<file path="src/hdl/sca_pkg.sv">
// Shared types and constants for the size-class slab allocator.
// Holds the job record that travels from the front end to the back end.
// No dependencies.
`timescale 1ns / 1ps
`default_nettype none
package sca_pkg;

   localparam int DEF_NUM_PAGES = 256;
   localparam int DEF_PAGE_BYTES = 4096;
   localparam int DEF_NUM_CLASSES = 10;
   localparam int DEF_MAX_SLOTS = 1024;
   localparam int DEF_PAGE_HEADER_BYTES = 16;
   localparam int DEF_SLOT_HEADER_BYTES = 4;

   localparam int SIZE_W = 16;
   localparam int PAGE_W = 8;
   localparam int SLOT_W = 10;
   localparam int CLS_W = 4;
   localparam int ADDR_W = 20;
   localparam int REQ_DATA_W = 40;
   localparam int RSP_DATA_W = 48;
   localparam int QUEUE_DEPTH = 2;

   typedef enum logic [1:0] {
      ST_OK     = 2'd0,
      ST_ZERO   = 2'd1,
      ST_BIG    = 2'd2,
      ST_NOPAGE = 2'd3
   } status_type;

   typedef enum logic {
      REQ_ALLOC = 1'b0,
      REQ_FREE  = 1'b1
   } req_kind_type;

   typedef enum logic [1:0] {
      OP_ALLOC = 2'd0,
      OP_FREE  = 2'd1,
      OP_REPLY = 2'd2
   } op_type;

   typedef struct packed {
      op_type             op;
      status_type         status;
      logic [CLS_W-1:0]   cls;
      logic [PAGE_W-1:0]  free_page;
      logic [SLOT_W-1:0]  free_slot;
   } job_type;

endpackage
`default_nettype wire

</file>
<file path="src/hdl/sca_front.sv">
// Front end: decodes a request and sorts an allocate into its size class.
// Depends on sca_pkg.
`timescale 1ns / 1ps
`default_nettype none
module sca_front #(
   parameter int PAGE_BYTES = sca_pkg::DEF_PAGE_BYTES,
   parameter int NUM_CLASSES = sca_pkg::DEF_NUM_CLASSES,
   parameter int PAGE_HEADER_BYTES = sca_pkg::DEF_PAGE_HEADER_BYTES,
   parameter int SLOT_HEADER_BYTES = sca_pkg::DEF_SLOT_HEADER_BYTES
) (
   input  wire logic                          req_kind,
   input  wire logic [sca_pkg::SIZE_W-1:0]    request_size,
   input  wire logic [sca_pkg::PAGE_W-1:0]    free_page,
   input  wire logic [sca_pkg::SLOT_W-1:0]    free_slot,
   output sca_pkg::job_type                   job
);
   import sca_pkg::*;

   localparam int MAX_BLOCK = 2 << (NUM_CLASSES - 1);
   localparam int ROOM = PAGE_BYTES - PAGE_HEADER_BYTES;

   logic [CLS_W-1:0] cls;

   always_comb begin
      cls = '0;
      for (int i = 0; i < NUM_CLASSES; i++) begin
         if ((32'd2 << i) < 32'(request_size)) begin
            cls = cls + CLS_W'(1);
         end
      end
   end

   always_comb begin
      job.op = OP_REPLY;
      job.status = ST_OK;
      job.cls = '0;
      job.free_page = free_page;
      job.free_slot = free_slot;
      if (req_kind == REQ_FREE) begin
         job.op = OP_FREE;
      end else if (request_size == '0) begin
         job.status = ST_ZERO;
      end else if (32'(request_size) > 32'(MAX_BLOCK)) begin
         job.status = ST_BIG;
      end else if ((32'd2 << cls) + 32'(SLOT_HEADER_BYTES) > 32'(ROOM)) begin
         job.status = ST_BIG;
      end else begin
         job.op = OP_ALLOC;
         job.cls = cls;
      end
   end

endmodule
`default_nettype wire

</file>
<file path="config.mk">
export PLATFORM = sky130hd
export DESIGN_NAME = sca_front
export DESIGN_NICKNAME = d
export VERILOG_FILES = /design/src/hdl/sca_pkg.sv /design/src/hdl/sca_front.sv
export SDC_FILE = /design/constraint.sdc
export NUM_CORES = 1
export LEC_CHECK = 0
export ABC_AREA = 1
export ABC_CLOCK_PERIOD_IN_PS = 6600
export CELL_PAD_IN_SITES_DETAIL_PLACEMENT = 2
export CELL_PAD_IN_SITES_GLOBAL_PLACEMENT = 2
export CORE_MARGIN = 2
export CORE_UTILIZATION = 32
export DETAILED_ROUTE_END_ITERATION = 10
export DONT_BUFFER_PORTS = 1
export PLACE_DENSITY_LB_ADDON = 0.12
export SYNTH_ARGS = -nofsm -noshare
export SYNTH_HDL_FRONTEND = slang
export SYNTH_SLANG_ARGS = --single-unit
</file>
<file path="constraint.sdc">
create_clock -name vclk -period 6.6
set_input_delay 0.66 -clock vclk [all_inputs]
set_output_delay 0.66 -clock vclk [all_outputs]
set_load 0.02 [all_outputs]
</file>
### Word-level counts from Yosys, hierarchy flattened

Cells that the tools add are included.

* flip-flop bits (word level): 0
* input port bits: 35
* output and inout bits: 26
* word-level logic and storage cells: 43

* add/sub/neg operators: 10
* $lt $le $gt $ge: 12
* shifts and indexed selects: 1
* mux-type cells: 19
* reductions and logical operators: 1

Operators with widths (number)
* 2-to-1 mux 4 bit: 12
* adder 4 x 1 -> 4 bit, second input constant: 9
* adder 32 x 3 -> 32 bit, second input constant: 1
* greater-than comparator 32 x 12 -> 1 bit, second input constant: 1
* left shift 2 x 4 -> 32 bit, first input constant: 1
* greater-than comparator 16 x 11 -> 1 bit, second input constant: 1
* logical NOT 16 bit: 1
* less-than comparator 10 x 16 -> 1 bit, first input constant: 1
* less-than comparator 11 x 16 -> 1 bit, first input constant: 1
* less-than comparator 2 x 16 -> 1 bit, first input constant: 1
* less-than comparator 3 x 16 -> 1 bit, first input constant: 1
* less-than comparator 4 x 16 -> 1 bit, first input constant: 1
* less-than comparator 5 x 16 -> 1 bit, first input constant: 1
* less-than comparator 6 x 16 -> 1 bit, first input constant: 1
* less-than comparator 7 x 16 -> 1 bit, first input constant: 1
* less-than comparator 8 x 16 -> 1 bit, first input constant: 1
* less-than comparator 9 x 16 -> 1 bit, first input constant: 1
* 2-to-1 mux 2 bit: 5
* 2-to-1 mux 6 bit: 1
* 2-to-1 mux 1 bit: 1

### Longest topological paths before layout

Gate-level depths: netlist of the first run.

* word-level depth: 27
* mapped depth: 40
* depth with buffers taken out: 40

### Least setup slack after synthesis of the first run

Ideal clock, no wire load.

* path kind: input to output
* start: in request_size[13] (netlist name)
* end: out job[18] (netlist name)
* data arrival time: 5042 ps
* data required time: 5940 ps
* setup slack: 898 ps
* cell stages on the path: 35
* buffers on the path: 0
* cell sequence: nor2_1 -> nand2_2 -> nor2_8 -> nand4_1 -> inv_1 -> ha_1 -> inv_1 -> nand3_1 -> nand2_2 -> inv_1 -> ha_1 -> nor2_1 -> nor2_1 -> ha_1 -> nand2_1 -> nand2_1 -> nand2_1 -> nand3_1 -> nand2_1 -> ha_1 -> inv_1 -> o21ai_2 -> inv_1 -> nand2_1 -> nand3_1 -> and2_1 -> ha_1 -> or2_2 -> nand2_1 -> nor2_1 -> nand2_1 -> nand3_1 -> nand4_1 -> nand2_1 -> nor2_1

RTL lines
* start: declaration: RTL line sca_front.sv:12 `input wire logic [sca_pkg::SIZE_W-1:0] request_size,`
* end: declaration: RTL line sca_front.sv:15 `output sca_pkg::job_type job`

==> results of run 1 <==
==> layout by cell type (no fill, tap or decap), drive strengths merged <==
cell type,n
a31oi,2
nand3b,1
o21ai,7
ha,9
nand3,37
nand2,102
inv,57
and2,1
nor4,1
a21oi,3
buf,8
nor2,34
nand4,7
nor3,2
o211ai,1
o21bai,1
or2,3
clkinv,1
==> repair_timing <==
item | in CTS | in global routing
gates resized for setup | 0 | 15
setup buffers | 0 | 8
endpoints found under the setup margin | 0 | 6
==> kinds of logic (layout without fill, tap and decap cells) <==
kind of cell / after synthesis / count (layout) / share of synthesized area [%]
adder cells (fa/ha/maj): 9 / 9 / 7.55
AND/OR/NAND/NOR: 188 / 188 / 62.3
AO/OA/AOI/OAI: 14 / 14 / 5.96
buffers and inverters: 77 / 66 / 24.2
==> synth_stat cells (2+ instances only) <==
master	n
nor2_4	2
nand3_2	6
nand2_1	85
nand2_4	3
o21ai_0	4
a21oi_1	2
a31oi_1	2
ha_1	9
nand3_1	30
nand2_2	14
buf_4	19
nor3_1	2
inv_1	50
nor2_2	4
nor2_1	27
inv_2	7
o21ai_2	2
or2_2	3
nand4_1	7
==> worst max-delay path by stage <==
stage / slack, ns / to / start
after floorplan: 0.90 / job[18] / request_size[13]
after global placement: 0.39 / job[20] / request_size[9]
after detailed placement: 0.24 / job[19] / request_size[13]
after CTS: 0.23 / job[19] / request_size[13]
after global routing: -0.05 / job[25] / request_size[11]
final: 0.46 / job[19] / request_size[11]
==> per-layer routing <==
metal / up-vias / routed length [um]
met4: 0 / 6
li1: 853 / -
met3: 4 / 164
met2: 23 / 1890
met5: - / 0
met1: 740 / 2200
==> per-stage QoR <==
step | power (W) | worst slack, ns
after floorplan | 0.0000314 | 0.898
after global placement | 0.0000171 | 0.395
after detailed placement | 0.0000176 | 0.240
after CTS | 0.0000177 | 0.229
after global routing | 0.0000214 | -0.0480
final | 0.0000186 | 0.459
==> power groups by stage <==
stage                     combinational [W]  sequential [W]  clock (W)
after floorplan                   0.0000314               0          0
after CTS                         0.0000177               0          0
after global placement            0.0000171               0          0
final                             0.0000186               0          0
after global routing              0.0000214               0          0
after detailed placement          0.0000176               0          0
==> critical path: cells and delay by family <==
kind / cells / cell delay, ns
buf+inv: 5 / 0.33
simple gates: 24 / 2.93
fa+ha+maj: 5 / 1.39
compound gates: 1 / 0.19
==> area by class of cell <==
type               count  area, um^2  area share (%)
multi-input cells    211        1180            77.4
well taps             52        65.1            4.28
inverters             58         218            14.3
repair buffers         8        60.1            3.95
==> impl_metrics.tcl, run 1 <==
set metrics [dict create \
    status "finished clean" \
    crit_fanout 9 \
    fmax_mhz 163 \
    cts_hold_buffers 0 \
    nets 323 \
    dp.cells 321 \
    syn_avg_cell_area_um2 5.18 \
    combPwrFrac_pct 100.0 \
    globalplace.congestion 0.751 \
    setup_viol 0 \
    arrival_ns 5.48 \
    finalCriticalPeriod_ns 6.14 \
    drive_gt1_share_pct 22.7 \
    min-delay-start "free_page[1]" \
    grt_use_total_pct 16.4 \
    slowest_delay_ns 0.31 \
    yosysSeqAreaShare_pct 0 \
    io_pins 61 \
    core-area_um2 4410 \
    power.internal_w 0.00000574 \
    diodes 0 \
    whs_ns 1.32 \
    grt_antenna_before_repair 0 \
    synthesis.nets 332 \
    vias_per_cell 4.92 \
    ant_nets 0 \
    min_to "job[11]" \
    fin_crit_sh_pct 93.0 \
    grt_max_degree 11 \
    worstHoldPathType "in2out" \
    setup_tns_ns 0 \
    grt_first_pass_wirelength_mm 7.29 \
    io_buffers 0 \
    design.seq.count 0 \
    synth_area_um2 1490 \
    yosysUniqueCellTypes 29 \
    wire_per_inst_um 13.0 \
    hold_depth 0 \
    clock_power_share_pct 0 \
    nFillCells 597 \
    placementRows 24 \
    syn_inst 288 \
    worst_slew_pin_slew_ns 0.558 \
    design.die.area_um2 5220 \
    busiest_layer "met2" \
    regArea_um2 0 \
    p_switching_w 0.0000128 \
    vias 1620 \
    critical_path_class "in2out" \
    yosys-top-cells-area "nand2_1 21%, inv_1 13%, nand3_1 10%" \
    slew-limit-headroom_pct 62.6 \
    wl_mm 4.26 \
    grt_pass1_vias 1666 \
    fin_cells 329 \
    fin_util_pct 34.4 \
    placed_area_um2 1410 \
    drtIter0Drc 63 \
    grt_overflow_total 0 \
    max_cap_violations 0 \
    synth_warnings 0 \
    post-dp-hpwl_mm 3.73 \
    synth_top_cell_by_area "nand2_1" \
    start_util_pct 33.8 \
    ir_worst_vdd_mv 0.00752 \
    cpMaxStageDelayCell "or2_2" \
    seqPwrFrac_pct 0 \
    first_pass_iters 4 \
    drv_slew 0 \
    clkbuf_count 0 \
    dieHeight_um 72.3 \
    start_kind "primary input" \
    leakagePower_nw 0.892 \
    use_met2_pct 27.4 \
    met3_usage_pct 1.11 \
    finalHoldViolations 0 \
    required_ns 5.94 \
    p_per_area_nw_per_um2 12.2 \
    switching_share_pct 69.1 \
    synth_top_area_share_pct 21.4 \
    fin_area_um2 1520 \
    worstSetupEndpointType "primary output" \
    drc 0 \
    syn_to_final_growth_pct 1.85 \
    use_met1_pct 24.2 \
    die_w_um 72.3 \
]
Power figures use the tool's default switching activity.
==> inputs of run 2 (changes only) <==
--- a/config.mk
+++ b/config.mk
@@ -7,12 +7,12 @@
 export LEC_CHECK = 0
 export ABC_AREA = 1
 export ABC_CLOCK_PERIOD_IN_PS = 6600
+export BUFFER_PORTS_ARGS = -buffer_cell sky130_fd_sc_hd__buf_2
 export CELL_PAD_IN_SITES_DETAIL_PLACEMENT = 2
 export CELL_PAD_IN_SITES_GLOBAL_PLACEMENT = 2
 export CORE_MARGIN = 2
-export CORE_UTILIZATION = 32
+export CORE_UTILIZATION = 24
 export DETAILED_ROUTE_END_ITERATION = 10
-export DONT_BUFFER_PORTS = 1
 export PLACE_DENSITY_LB_ADDON = 0.12
 export SYNTH_ARGS = -nofsm -noshare
 export SYNTH_HDL_FRONTEND = slang
==> impl_metrics.tcl, run 2 (synthesis gave the netlist of run 1 again) <==
set metrics [dict create \
    fin_cells 374 \
    post-dp-hpwl_mm 3.94 \
    final_cell_mix "84 x nand2_1, 49 x inv_1, 27 x nand3_1" \
    first_pass_iters 4 \
    io_pins 61 \
    worst_slew_pin_slew_ns 0.465 \
    arrival_ns 5.39 \
    totalPowerFinal_w 0.0000285 \
    dr_wl_met2_mm 1.89 \
    leakagePower_nw 0.995 \
    nets 345 \
    drc 0 \
    vias 1697 \
    fmax_mhz 165 \
    dp.cells 370 \
    cts_hold_buffers 0 \
    design.seq.count 0 \
    worstSetupEndpointType "primary output" \
    grt_max_degree 9 \
    finalCriticalPeriod_ns 6.05 \
    wl_met3_um 126 \
    top_layer_used "met3" \
    globalplace.congestion 0.801 \
    wire_per_inst_um 11.4 \
    required_ns 5.94 \
    setup_slack_ns 0.545 \
    crit_fanout 4 \
    die_w_um 82.8 \
    dieHeight_um 82.8 \
    grt_first_pass_wirelength_mm 7.82 \
    start_util_pct 25.0 \
    vias_per_cell 4.54 \
    clkbuf_count 0 \
    placementRows 28 \
    fin_area_um2 1660 \
    final_common_cell "nand2_1" \
    critPathTopFamily "simple AND/OR/NAND/NOR gates" \
    diodes 0 \
    fin_crit_sh_pct 91.7 \
    worstHoldPathType "in2out" \
    syn_to_final_growth_pct 11.5 \
    dp_slack_ns 0.141 \
    grt_pass1_vias 1793 \
    crit_top_cell "nand2_1" \
    cpMaxStageDelayCell "or2_2" \
    wl_mm 4.28 \
    slew-limit-headroom_pct 68.7 \
    core-area_um2 5960 \
    grt_antenna_before_repair 0 \
    status "finished clean" \
    drtIter0Drc 29 \
    design.die.area_um2 6860 \
    ant_nets 0 \
    placed_area_um2 1580 \
    start_kind "primary input" \
    drv_slew 0 \
    max_cap_violations 0 \
    drt-met1-wl_mm 2.27 \
    grt_overflow_total 0 \
    p_per_area_nw_per_um2 17.2 \
    ir_worst_vdd_mv 0.0116 \
    finalHoldViolations 0 \
    regArea_um2 0 \
    drive_gt1_share_pct 28.1 \
    io_buffers 25 \
    slowest_delay_ns 0.30 \
    critical_path_class "in2out" \
    setup_viol 0 \
    cp_num_buf_inv 7 \
    grt_use_total_pct 12.7 \
]
run 2: cell types whose count changed in the layout (fill, tap and decap cells not counted), sizes merged:
cell  change
buf      +22
run 2: final timing paths:
path / start / end / slack, ns / cells after the start
setup / recovery: request_size[15] / job[25] / 0.55 / 38
hold / removal: free_slot[0] / job[0] / 1.32 / 0
run 2: final cells by class:
type / instances / area (um^2)
multi-input cells: 211 / 1180
fillers: 809 / 4290
well taps: 75 / 93.8
inverters: 58 / 218
repair buffers: 30 / 168
run 2: metrics by stage:
step	TNS, ns	hold WS, ns	util [%]
floorplan	0	1.41	-
global placement	0	1.32	26.4
detailed placement	0	1.32	26.4
CTS	0	1.32	26.4
global route	-0.0774	1.32	27.9
finish	0	1.32	27.9
run 2: report_power, final:
group / internal, W / switching, W / leakage [nW] / total [W]
Combinational: 0.0000105 / 0.0000180 / 0.995 / 0.0000285
Clock: 0 / 0 / 0 / 0
Sequential: 0 / 0 / 0 / 0
run 2: metal layers:
metal / vias up / global-route usage [%]
met5: - / 0
met4: 0 / 0
met3: 0 / 0.199
met2: 21 / 22.1
met1: 778 / 18.5
li1: 898 / -
run 2: timing repair:
action,4_1_cts,5_1_grt
endpoints found under the setup margin,0,6
buffers inserted,0,4
resized for setup,0,16
