**src/hdl/sca_pkg.sv**
```systemverilog
// Shared types and constants for the size-class slab allocator.
// Holds the job record that travels from the front end to the back end.
// No dependencies.
`timescale 1ns / 1ps
`default_nettype none
package sca_pkg;

   localparam int DEF_NUM_PAGES = 256;
   localparam int DEF_PAGE_BYTES = 4096;
   localparam int DEF_NUM_CLASSES = 10;
   localparam int DEF_MAX_SLOTS = 1024;
   localparam int DEF_PAGE_HEADER_BYTES = 16;
   localparam int DEF_SLOT_HEADER_BYTES = 4;

   localparam int SIZE_W = 16;
   localparam int PAGE_W = 8;
   localparam int SLOT_W = 10;
   localparam int CLS_W = 4;
   localparam int ADDR_W = 20;
   localparam int REQ_DATA_W = 40;
   localparam int RSP_DATA_W = 48;
   localparam int QUEUE_DEPTH = 2;

   typedef enum logic [1:0] {
      ST_OK     = 2'd0,
      ST_ZERO   = 2'd1,
      ST_BIG    = 2'd2,
      ST_NOPAGE = 2'd3
   } status_type;

   typedef enum logic {
      REQ_ALLOC = 1'b0,
      REQ_FREE  = 1'b1
   } req_kind_type;

   typedef enum logic [1:0] {
      OP_ALLOC = 2'd0,
      OP_FREE  = 2'd1,
      OP_REPLY = 2'd2
   } op_type;

   typedef struct packed {
      op_type             op;
      status_type         status;
      logic [CLS_W-1:0]   cls;
      logic [PAGE_W-1:0]  free_page;
      logic [SLOT_W-1:0]  free_slot;
   } job_type;

endpackage
`default_nettype wire

```
**src/hdl/sca_queue.sv**
```systemverilog
// Two-entry job queue between the front end and the back end.
// Depends on sca_pkg.
`timescale 1ns / 1ps
`default_nettype none
module sca_queue (
   input  wire logic              clock,
   input  wire logic              reset,
   input  wire logic              push_valid,
   output logic                   push_ready,
   input  wire sca_pkg::job_type  push_job,
   output logic                   pop_valid,
   input  wire logic              pop_ready,
   output sca_pkg::job_type       pop_job,
   output logic                   full
);
   import sca_pkg::*;

   localparam int PTR_W = $clog2(QUEUE_DEPTH);

   job_type              mem_ff [QUEUE_DEPTH];
   logic [PTR_W-1:0]     wp_ff, wp_in;
   logic [PTR_W-1:0]     rp_ff, rp_in;
   logic [PTR_W:0]       cnt_ff, cnt_in;
   logic                 do_push, do_pop;

   assign full = (cnt_ff == (PTR_W + 1)'(QUEUE_DEPTH));
   assign push_ready = !full;
   assign pop_valid = (cnt_ff != '0);
   assign pop_job = mem_ff[rp_ff];
   assign do_push = push_valid && push_ready;
   assign do_pop = pop_valid && pop_ready;

   always_comb begin
      wp_in = do_push ? wp_ff + PTR_W'(1) : wp_ff;
      rp_in = do_pop ? rp_ff + PTR_W'(1) : rp_ff;
      cnt_in = cnt_ff + (PTR_W + 1)'(do_push) - (PTR_W + 1)'(do_pop);
   end

   always_ff @(posedge clock) begin
      if (reset) begin
         wp_ff <= '0;
         rp_ff <= '0;
         cnt_ff <= '0;
      end else begin
         wp_ff <= wp_in;
         rp_ff <= rp_in;
         cnt_ff <= cnt_in;
      end
      if (do_push) begin
         mem_ff[wp_ff] <= push_job;
      end
   end

endmodule
`default_nettype wire

```
**config.mk**
```make
export PLATFORM = sky130hd
export DESIGN_NAME = sca_queue
export DESIGN_NICKNAME = d
export VERILOG_FILES = /design/src/hdl/sca_pkg.sv /design/src/hdl/sca_queue.sv
export SDC_FILE = /design/constraint.sdc
export NUM_CORES = 1
export LEC_CHECK = 0
export BUFFER_PORTS_ARGS = -buffer_cell sky130_fd_sc_hd__buf_2
export CAP_MARGIN = 15
export CORE_MARGIN = 10
export CORE_UTILIZATION = 46
export DETAILED_ROUTE_END_ITERATION = 7
export HOLD_SLACK_MARGIN = 0.1
export PLACE_DENSITY_LB_ADDON = 0.3
export SYNTH_ARGS = -nofsm -noshare
export SYNTH_HDL_FRONTEND = slang
export SYNTH_SLANG_ARGS = --single-unit
```
**constraint.sdc**
```tcl
create_clock -name clock -period 1.9 [get_ports clock]
set_clock_uncertainty 0.2 [all_clocks]
set_input_delay 0.19 -clock clock [delete_from_list [all_inputs] [get_ports clock]]
set_output_delay 0.19 -clock clock [all_outputs]
set_load 0.1 [all_outputs]
```
## Word-level counts from Yosys, hierarchy flattened

Memory sizes are Yosys's and may differ from the RTL's. A register that Yosys moved wholly into a read port is not among the register bits.
Index checks and enable logic that the tools add are counted.

- Logic and storage cells: 17
- Output and inout port bits: 29
- Bits in writable memories: 52
- Memories kept: 1
- Input bits: 30
- Register bits: 4

Memory list:

| name | words | bits a word | rd ports | clocked after memory_dff | write ports | RTL line | RTL |
|---|---|---|---|---|---|---|---|
| mem_ff | 2 | 26 | 1 | 1 | 1 | sca_queue.sv:20 | `job_type mem_ff [QUEUE_DEPTH];` |

- Reduce and logical (&&, ||, !) cells: 4
- Eq/ne operators: 1
- Muxes and demuxes: 4
- $add $sub $neg: 4

Operator list:

| operator | number |
|---|---|
| $mux W1 | 4 |
| $add A1 B1 Y1 const B | 2 |
| $add A2 B1 Y2 | 1 |
| $eq A2 B2 Y1 const B | 1 |
| $logic_and A1 B1 Y1 | 2 |
| $reduce_bool A2 Y1 | 1 |
| $sub A2 B1 Y2 | 1 |
| $logic_not A1 Y1 | 1 |

## Longest topological paths before layout

Gate-level depths: netlist of run 1.

- Word-level depth: 5
- Gate-level depth with buffers: 8
- Mapped depth without buffers: 8

## Worst setup path after synthesis of run 1

Ideal clock, no wire load.

- Path type: reg-to-reg
- Start point: reg cnt_ff[0]
- End point: mem mem_ff[0][0] (netlist bit), enable pin
- Stages on the path, launching flop included: 5
- Setup time: 381 ps
- Path buffers: 0
- Path slack: -580 ps
- Period minus slack after synthesis: 2480 ps
- Arrival: 1899 ps
- Cell sequence: dfxtp_1 > nand2b_4 > inv_2 > or3_1 > inv_1

- Word-level cells in the longest chain between the ends: 5

RTL lines:

| item | RTL line | RTL |
|---|---|---|
| start: declaration | sca_queue.sv:23 | `logic [PTR_W:0] cnt_ff, cnt_in;` |
| start signal: assignment | sca_queue.sv:47 | `cnt_ff <= cnt_in;` |
| $eq A2 B2 Y1 | sca_queue.sv:26 | `assign full = (cnt_ff == (PTR_W + 1)'(QUEUE_DEPTH));` |
| $logic_not A1 Y1 | sca_queue.sv:27 | `assign push_ready = !full;` |
| named net push_ready | sca_queue.sv:9 | `output logic push_ready,` |
| $logic_and A1 B1 Y1 | sca_queue.sv:30 | `assign do_push = push_valid && push_ready;` |
| $mux W1 | sca_queue.sv:49 | `if (do_push) begin` |
| $mux W1 (implied by the code) | sca_queue.sv:50 | `mem_ff[wp_ff] <= push_job;` |
| end: declaration | sca_queue.sv:20 |  |

The timed path passes the listed nets, and every way through them passes these cells.

## Worst setup path after layout of run 1

- Start point: in pop_ready
- End point: reg cnt_ff[1]

- Word-level cells in the longest chain between the ends: 2

RTL lines:

| item | RTL line | RTL |
|---|---|---|
| start: declaration | sca_queue.sv:12 | `input wire logic pop_ready,` |
| $logic_and A1 B1 Y1 | sca_queue.sv:31 | `assign do_pop = pop_valid && pop_ready;` |
| named net do_pop | sca_queue.sv:24 | `logic do_push, do_pop;` |
| $sub A2 B1 Y2 | sca_queue.sv:36 | `cnt_in = cnt_ff + (PTR_W + 1)'(do_push) - (PTR_W + 1)'(do_pop);` |

The timed path passes the listed nets, and every way through them passes these cells.
A chain may end at the register's enable or synchronous reset.

==> qor.csv, run 1 <==
stage,metric,value,unit
power_and_ir_drop,pwr-share-clk,14.3,%
power_and_ir_drop,power_frac_seq,27.9,%
timing,period_share,99.46,%
route,num_vias,1283,
place,hpwl,3.196,mm
clock_tree,ctsRootBufferMaster,clkbuf_8,
place,place_area,0.002923,mm2
floorplanning,core_area,0.004414,mm2
power_and_ir_drop,internal-power,3.284,mW
logic_synthesis,synth_async_sr_flop_share,0,%
logic_synthesis,syn-num-nets,140,
logic_synthesis,synthCells,108,
floorplanning,die_h,87.84,um
route,totalWireLength,4.657,mm
place,place_ws,59.25,ps
route,final_antenna_net_count,0,
power_and_ir_drop,p_leak,1.317,nW
logic_synthesis,synth_cell_types,22,
cells_and_area,design_area,0.003390,mm2
hold_path,hp-class,reg -> reg,
timing,clock.fmax,529.2,MHz
worst_setup_path,worstRegToRegCells,7,
global_routing,grtUsageMet3,6.778,%
power_and_ir_drop,powerDensity,1777,mW/mm2
timing,setup_violations,0,
floorplanning,ios,59,
timing,finalHoldViolCount,0,
global_routing,busiest_layer,met2,
global_routing,antenna_found_initial,0,
logic_synthesis,synth_common_cells,"edfxtp_1, mux2_2, dfxtp_1",
logic_synthesis,synth_mux_area_share,13.83,%
floorplanning,rows,24,
route,first_pass_iters,4,
cells_and_area,fin_cells,265,
power_and_ir_drop,irDropWorstVdd,1.337,mV
logic_synthesis,synth_edf_count,52,
clock_tree,h-tree-depth,3,
clock_tree,cts_tree,built,
logic_synthesis,synth_area,0.002117,mm2
place,dp.cells,221,
timing,tightest_slew,499.1,ps
logic_synthesis,synth-seq-area-share,78.49,%
power_and_ir_drop,switching_share,45.47,%
worst_setup_path,r2r_start,cnt_ff[1],
clock_tree,numCtsBuffers,9,
worst_setup_path,cp.required,1950,ps
worst_setup_path,critical_path.cell_chain,"dlygate4sd3_1, buf_2, o21a_2, ha_1, inv_1, ha_1, xor2_1, and2_1, nor3_2",
place,io_buffers,58,
worst_setup_path,r2r_slack,80,ps
power_and_ir_drop,pwr-share-comb,57.8,%
route,drc_errors,0,
power_and_ir_drop,power_switching,2.739,mW
global_routing,grt_pass1_vias,1449,
logic_synthesis,avgSynthCellArea,19.60,um2
worst_setup_path,slowest_stage,dlygate4sd3_1,
floorplanning,fp.dieW,87.84,um
route,viasPerCell,4.842,
run_status,status,"complete, no violations",
worst_setup_path,cpLargestDelayFamily,buffers and inverters,
worst_setup_path,rr_endpoint,cnt_ff[1],
cells_and_area,utilization,76.79,%
timing,rsz0062_at_grt,true,
global_routing,grt-ovfl-total,0,
route,wl_per_cell,17.57,um
worst_setup_path,cp_max_fo,2,
cells_and_area,syn_to_final_growth,60.11,%
cells_and_area,diodes,0,
cells_and_area,drive_above_1_share,51.64,%
timing,drv_slew,0,
worst_setup_path,critical-path-max-stage-delay,540,ps
power_and_ir_drop,finalPower,6.023,mW
worst_setup_path,crit_buf_inv,3,
cells_and_area,fin_nets,242,
clock_tree,clock_sinks,57,
worst_setup_path,startpoint_type,input pin,
worst_setup_path,startpoint,pop_ready,
clock_tree,clock_latency,330,ps
floorplanning,initial_core_util,47.96,%
worst_setup_path,crit_type,in -> reg,
global_routing,use_met2,22.29,%
global_routing,grt_pass1_wl,7.272,mm
worst_setup_path,endpoint,cnt_ff[1],
timing,fin_ws,10.27,ps
logic_synthesis,yosys.area_share.simple,3.132,%
global_routing,grt_max_degree,15,
logic_synthesis,yosysMostFrequentCell,edfxtp_1,
logic_synthesis,synth_compound_area_share,0.8865,%
place,gp_congestion,0.7136,
logic_synthesis,synth_xor_area_share,0.8274,%
job,maxCapViolCount,0,
logic_synthesis,synth_top_area_cell,edfxtp_1,
worst_setup_path,cp_common_cell,ha_1,
global_routing,grt_use_met1,12.35,%
clock_tree,clkSlewWorstSetupHoldPaths,60,ps
worst_setup_path,worstSetupPathDepth,9,
worst_setup_path,setup.worst_path.end_class,register,
logic_synthesis,synth_seq_cells,57,
logic_synthesis,synth-warning-count,0,
logic_synthesis,synth_adder_area_share,1.182,%
global_routing,grt_use_total,12.83,%
timing,fin_crit,1890,ps
logic_synthesis,ys_top_cells_by_area,"edfxtp_1, mux2_2, dfxtp_1",
logic_synthesis,synthFlopType,edfxtp_1,
logic_synthesis,synth_top_area_share,73.76,%
timing,max_slew_margin,66.95,%
clock_tree,clockBufferDepth,2,
timing,fin_hold_ws,333.5,ps
logic_synthesis,synth_top_family_by_area,multiplexers,
route,drt_iter0_drc,59,
worst_setup_path,crit_arrival,1940,ps
timing,fin_tns_setup,0,ps
floorplanning,dieArea,0.007716,mm2
sequential cells by signal (all words and copies together) (netlist names), named ones only:
register and flops:
wp_ff 1, rp_ff 1, mem_ff 52, cnt_ff 2
cells in the final DEF, fill, tap and decap left out, types with 2 or more instances in the layout:
| cell | instances |
|---|---|
| clkinv_1 | 2 |
| nor2_1 | 3 |
| clkbuf_8 | 9 |
| ha_1 | 2 |
| buf_2 | 32 |
| buf_12 | 28 |
| buf_6 | 2 |
| dlygate4sd3_1 | 29 |
| buf_4 | 3 |
| edfxtp_1 | 52 |
| dfxtp_2 | 2 |
| mux2_2 | 26 |
| clkbuf_1 | 3 |
| inv_1 | 2 |
| dfxtp_1 | 3 |
layer usage:
metal	part of all wire, %	wire length, um
met1	36	1673
met2	55	2578
met3	6.6	309
met4	2.1	96
met5	0	0
worst reg2reg max path: stages (launching register included):
cell and delay [ps]:
dfxtp_2 340, o21a_2 240, ha_1 290, inv_1 40, ha_1 180, xor2_1 180, and2_1 170, nor3_2 100
layout make-up:
cell class              count  area, um2
repair buffers             94       1056
fillers                   252       1025
inverters                   4      31.28
flip-flops and latches     57       1664
clock inverters             2      7.507
well taps                  52      65.06
multi-input cells          44      430.4
clock buffers              12      135.1
worst min path at each step:
stage,start,endpoint,slack [ps],cells past startpoint
floorplan,reset,cnt_ff[0],50,1
global placement,push_job[25],mem_ff[0][25],180,1
detailed placement,push_job[20],mem_ff[1][20],180,1
CTS,wp_ff,wp_ff,330,2
global route,rp_ff,rp_ff,370,2
finish,wp_ff,wp_ff,330,2
kinds of logic (layout without fill, tap and decap cells):
kind of cell | Yosys count | in the layout
AOI/OAI and AO/OA | 3 | 3
xor gates and xnor gates | 2 | 2
adders and majority gates | 2 | 2
buffers and inverters | 7 | 112
DFF | 57 | 57
muxes | 26 | 26
and+or+nand+nor | 11 | 11
power groups by stage:
stage / Clock (mW) / Sequential, mW / Combinational (mW)
floorplan: 0 / 1.68 / 2.26
global placement: 0 / 1.68 / 3.36
detailed placement: 0 / 1.70 / 3.40
CTS: 0.886 / 1.68 / 3.46
global route: 0.966 / 1.70 / 3.60
finish: 0.860 / 1.68 / 3.48
what timing repair did:
item,in CTS,in global routing
hold endpoints to repair,57,0
hold buffers,29,0
setup buffers,0,1
setup endpoints to repair,0,16
resized for setup,0,4
(Power assumes the default switching activity.)
==> inputs of run 2 (changes only) <==
CORE_UTILIZATION = 51   (was 46)
clock period = 2.15 ns   (was 1.9 ns; I/O delays follow)
==> qor.csv, run 2 (synthesis gave the netlist of run 1 again) <==
stage,metric,value,unit
timing,setup_violations,0,
clock_tree,cts_tree,built,
route,wl_per_cell,17.79,um
cells_and_area,largest_reg_flops,52,
route,totalWireLength,4.608,mm
clock_tree,h-tree-depth,3,
worst_setup_path,cp.required,1900,ps
timing,period_share,91.86,%
cells_and_area,drive_above_1_share,49.76,%
timing,max_slew_margin,61.01,%
timing,drv_slew,0,
route,num_vias,1266,
worst_setup_path,startpoint_type,register,
clock_tree,numCtsBuffers,9,
global_routing,grt_pass1_wl,7.272,mm
floorplanning,dieArea,0.007128,mm2
global_routing,antenna_found_initial,0,
route,first_pass_iters,4,
clock_tree,cts_setup_buffers,0,
worst_setup_path,startpoint,cnt_ff[0],
clock_tree,cts_resized,0,
place,gp_congestion,0.7559,
cells_and_area,fillers,207,
floorplanning,core_area,0.004000,mm2
worst_setup_path,r2r_slack,180,ps
clock_tree,clkSlewWorstSetupHoldPaths,60,ps
cells_and_area,largest-register,mem_ff,
clock_tree,ctsRootBufferMaster,clkbuf_8,
floorplanning,rows,23,
clock_tree,clock_latency,310,ps
hold_path,holdPathStages,4,
job,maxCapViolCount,0,
route,final_antenna_net_count,0,
worst_setup_path,r2r_start,cnt_ff[0],
worst_setup_path,cp_max_fo,26,
route,drc_errors,0,
timing,tightest_slew,583.7,ps
global_routing,grt-ovfl-total,0,
worst_setup_path,crit_type,reg -> reg,
global_routing,grt_max_degree,27,
timing,fin_hold_ws,147.8,ps
place,io_buffers,58,
floorplanning,die_h,84.43,um
cells_and_area,top_regs,"mem_ff: 52 flops, cnt_ff: 2 flops",
timing,rsz0062_at_grt,false,
clock_tree,cts_hold_buffers,27,
worst_setup_path,rr_endpoint,mem_ff[0][21],
timing,clock.fmax,506.3,MHz
clock_tree,clockBufferDepth,2,
worst_setup_path,worstRegToRegCells,4,
route,drt_iter0_drc,90,
global_routing,grt_use_total,13.15,%
cells_and_area,layout_common_cells,"edfxtp_1, buf_2, dlygate4sd3_1, buf_12, mux2_2",
clock_tree,clock_sinks,57,
timing,fin_crit,1975,ps
hold_path,hp-class,in -> reg,
run_status,status,"complete, no violations",
route,viasPerCell,4.888,
timing,fin_tns_setup,0,ps
cells_and_area,fin_nets,236,
hold_path,min_from,push_valid,
floorplanning,fp.dieW,84.43,um
cells_and_area,final_common_cell,edfxtp_1,
cells_and_area,diodes,0,
worst_setup_path,setup.worst_path.end_class,register,
place,hpwl,3.038,mm
timing,finalHoldViolCount,0,
worst_setup_path,crit_arrival,1730,ps
hold_path,hold_end,wp_ff,
floorplanning,initial_core_util,52.92,%
cells_and_area,syn_to_final_growth,57.39,%
floorplanning,ios,59,
global_routing,grt_pass1_vias,1430,
## run 2: cell types whose count changed in the layout (fill, tap and decap cells not counted), moves of 2 or more
| cell | change |
|---|---|
| dfxtp_1 | +2 |
| dfxtp_2 | -2 |
| buf_6 | -2 |
| dlygate4sd3_1 | -2 |
## run 2: metrics by stage
stage                     instance area [um2]  util [%]  worst slack (ps)  instances
after floorplan                          2126         -             32.83        108
after global placement                   2884     72.10             259.9        216
after detailed placement                 2884     72.10             200.5        216
after CTS                                3332     83.30             193.4        259
after global routing                     3332     83.30             101.3        259
final                                    3332     83.30             175.0        259
## run 2: critical path: stages, from the launching register on
cell	delay (ps)
dfxtp_1	380
nand2b_4	180
inv_6	30
or3_1	370
clkinvlp_4	440
## run 2: area by class of cell
type / count / area, um2 / share of cell area (%)
sequential: 57 / 1662 / 49.87
multi-input combinational: 44 / 420.4 / 12.62
clock buffer: 11 / 131.4 / 3.943
timing repair buffer: 88 / 985.9 / 29.59
tap: 50 / 62.56 / 1.878
clock inverter: 5 / 46.29 / 1.389
inverter: 4 / 23.77 / 0.7135
## run 2: how the worst max path moves through the flow
| stage | to | slack [ps] |
|---|---|---|
| after detailed placement | mem_ff[0][9] | 200 |
| after CTS | mem_ff[0][21] | 190 |
| after global placement | mem_ff[0][11] | 260 |
| after global routing | mem_ff[0][3] | 100 |
| after floorplan | mem_ff[0][0] | 30 |
| final | mem_ff[0][21] | 180 |
## run 2: layer usage
metal  share of wire [%]  vias to the layer above  track usage [%]
met4                 1.2                        0            4.940
li1                    -                      607                -
met2                  56                       38            24.34
met1                  36                      615            12.37
met5                   0                        -                0
met3                 6.9                        6            5.894
Power of run 2 is left out: the tool's default activity adds up to more than one toggle a clock period on the data nets, which glitch-free logic cannot reach.
==> inputs of run 3 (changes only) <==
CORE_MARGIN = 4   (was 10)
==> qor.csv, run 3 (synthesis gave the netlist of run 1 again) <==
stage,metric,value,unit
cells_and_area,fillers,189,
worst_setup_path,crit_arrival,1690,ps
global_routing,grt_pass1_wl,6.672,mm
floorplanning,dieArea,0.005246,mm2
cells_and_area,top_regs,"mem_ff: 52 flops, cnt_ff: 2 flops",
floorplanning,fp.dieW,72.43,um
timing,fin_hold_ws,124.3,ps
cells_and_area,layout_common_cells,"edfxtp_1, buf_2, dlygate4sd3_1",
global_routing,grt_max_degree,27,
cells_and_area,final_common_cell,edfxtp_1,
floorplanning,core_area,0.004000,mm2
timing,fin_crit,1932,ps
hold_path,holdPathStages,4,
worst_setup_path,startpoint_type,register,
route,totalWireLength,4.146,mm
global_routing,grt-ovfl-total,0,
clock_tree,clockBufferDepth,2,
route,drt_iter0_drc,64,
worst_setup_path,r2r_slack,220,ps
floorplanning,ios,59,
worst_setup_path,cp_max_fo,26,
timing,rsz0062_at_grt,false,
place,place_area,0.002864,mm2
place,gp_congestion,0.7476,
cells_and_area,largest-register,mem_ff,
floorplanning,initial_core_util,52.92,%
timing,tightest_slew,594.7,ps
clock_tree,clkSlewWorstSetupHoldPaths,60,ps
timing,period_share,89.88,%
timing,finalHoldViolCount,0,
clock_tree,clock_sinks,57,
route,wl_per_cell,16.13,um
clock_tree,ctsRootBufferMaster,clkbuf_8,
global_routing,use_met2,30.94,%
worst_setup_path,crit_type,reg -> reg,
route,final_antenna_net_count,0,
timing,clock.fmax,517.5,MHz
timing,setup_violations,0,
cells_and_area,regArea,0.001662,mm2
global_routing,busiest_layer,met2,
place,io_buffers,58,
timing,drv_slew,0,
worst_setup_path,cp.required,1900,ps
route,viasPerCell,4.907,
timing,max_slew_margin,60.36,%
place,hpwl,2.617,mm
clock_tree,numCtsBuffers,9,
global_routing,grtUsageMet3,4.155,%
worst_setup_path,worstRegToRegCells,4,
route,drc_errors,0,
cells_and_area,syn_to_final_growth,56.38,%
global_routing,antenna_found_initial,0,
clock_tree,cts_tree,built,
cells_and_area,fin_nets,235,
cells_and_area,design_area,0.003311,mm2
global_routing,grt_pass1_vias,1420,
run_status,status,"complete, no violations",
cells_and_area,drive_above_1_share,50.72,%
timing,fin_tns_setup,0,ps
clock_tree,clock_latency,310,ps
floorplanning,die_h,72.43,um
hold_path,hp-class,in -> reg,
global_routing,grt_use_total,17.66,%
cells_and_area,diodes,0,
clock_tree,h-tree-depth,3,
worst_setup_path,setup.worst_path.end_class,register,
cells_and_area,multi_input_area,420.4,um2
global_routing,grt_use_met1,19.32,%
clock_tree,cts_setup_buffers,0,
job,maxCapViolCount,0,
route,num_vias,1261,
floorplanning,rows,23,
cells_and_area,largest_reg_flops,52,
route,first_pass_iters,4,
## run 3: cell count changes in the layout (fill, tap and decap cells not counted), sizes merged
| cell | change |
|---|---|
| clkinv | -1 |
| buf | -1 |
## run 3: final cells by class
type | instances | area share (%)
Sequential cell | 57 | 50.19
Timing Repair Buffer | 87 | 29.18
Multi-Input combinational cell | 44 | 12.70
Clock buffer | 11 | 3.968
Tap cell | 50 | 1.890
Clock inverter | 4 | 1.361
Inverter | 4 | 0.7181
## run 3: critical path, stage by stage, from the launching register on
cell,delay [ps]
dfxtp_1,370
nand2b_4,180
inv_6,30
or3_1,360
clkinvlp_4,420
## run 3: path summary, 6_finish.rpt
path	from	end
worst max-delay path	cnt_ff[0]	mem_ff[0][9]
worst min register to register	wp_ff	wp_ff
worst max register to register	cnt_ff[0]	mem_ff[0][9]
worst min-delay path	pop_ready	register
## run 3: per-layer routing
layer	up-vias	part of all wire [%]
met2	42	55
met4	0	2.7
met3	10	4.9
met1	610	37
met5	-	0
li1	599	-
## run 3: what timing repair did
| item | 4_1_cts | 5_1_grt |
|---|---|---|
| hold buffers | 27 | 0 |
| endpoints found under the hold margin | 57 | 0 |
| gates resized for setup | 0 | 0 |
## run 3: per-stage QoR
stage	worst slack (ps)	util [%]	instances
6_report	217.6	82.77	257
5_1_grt	93.45	82.77	257
4_1_cts	185.0	82.77	257
3_5_place_dp	197.6	71.60	215
3_3_place_gp	268.0	71.60	215
2_1_floorplan	32.83	-	108
Power of run 3 is left out for the same reason.
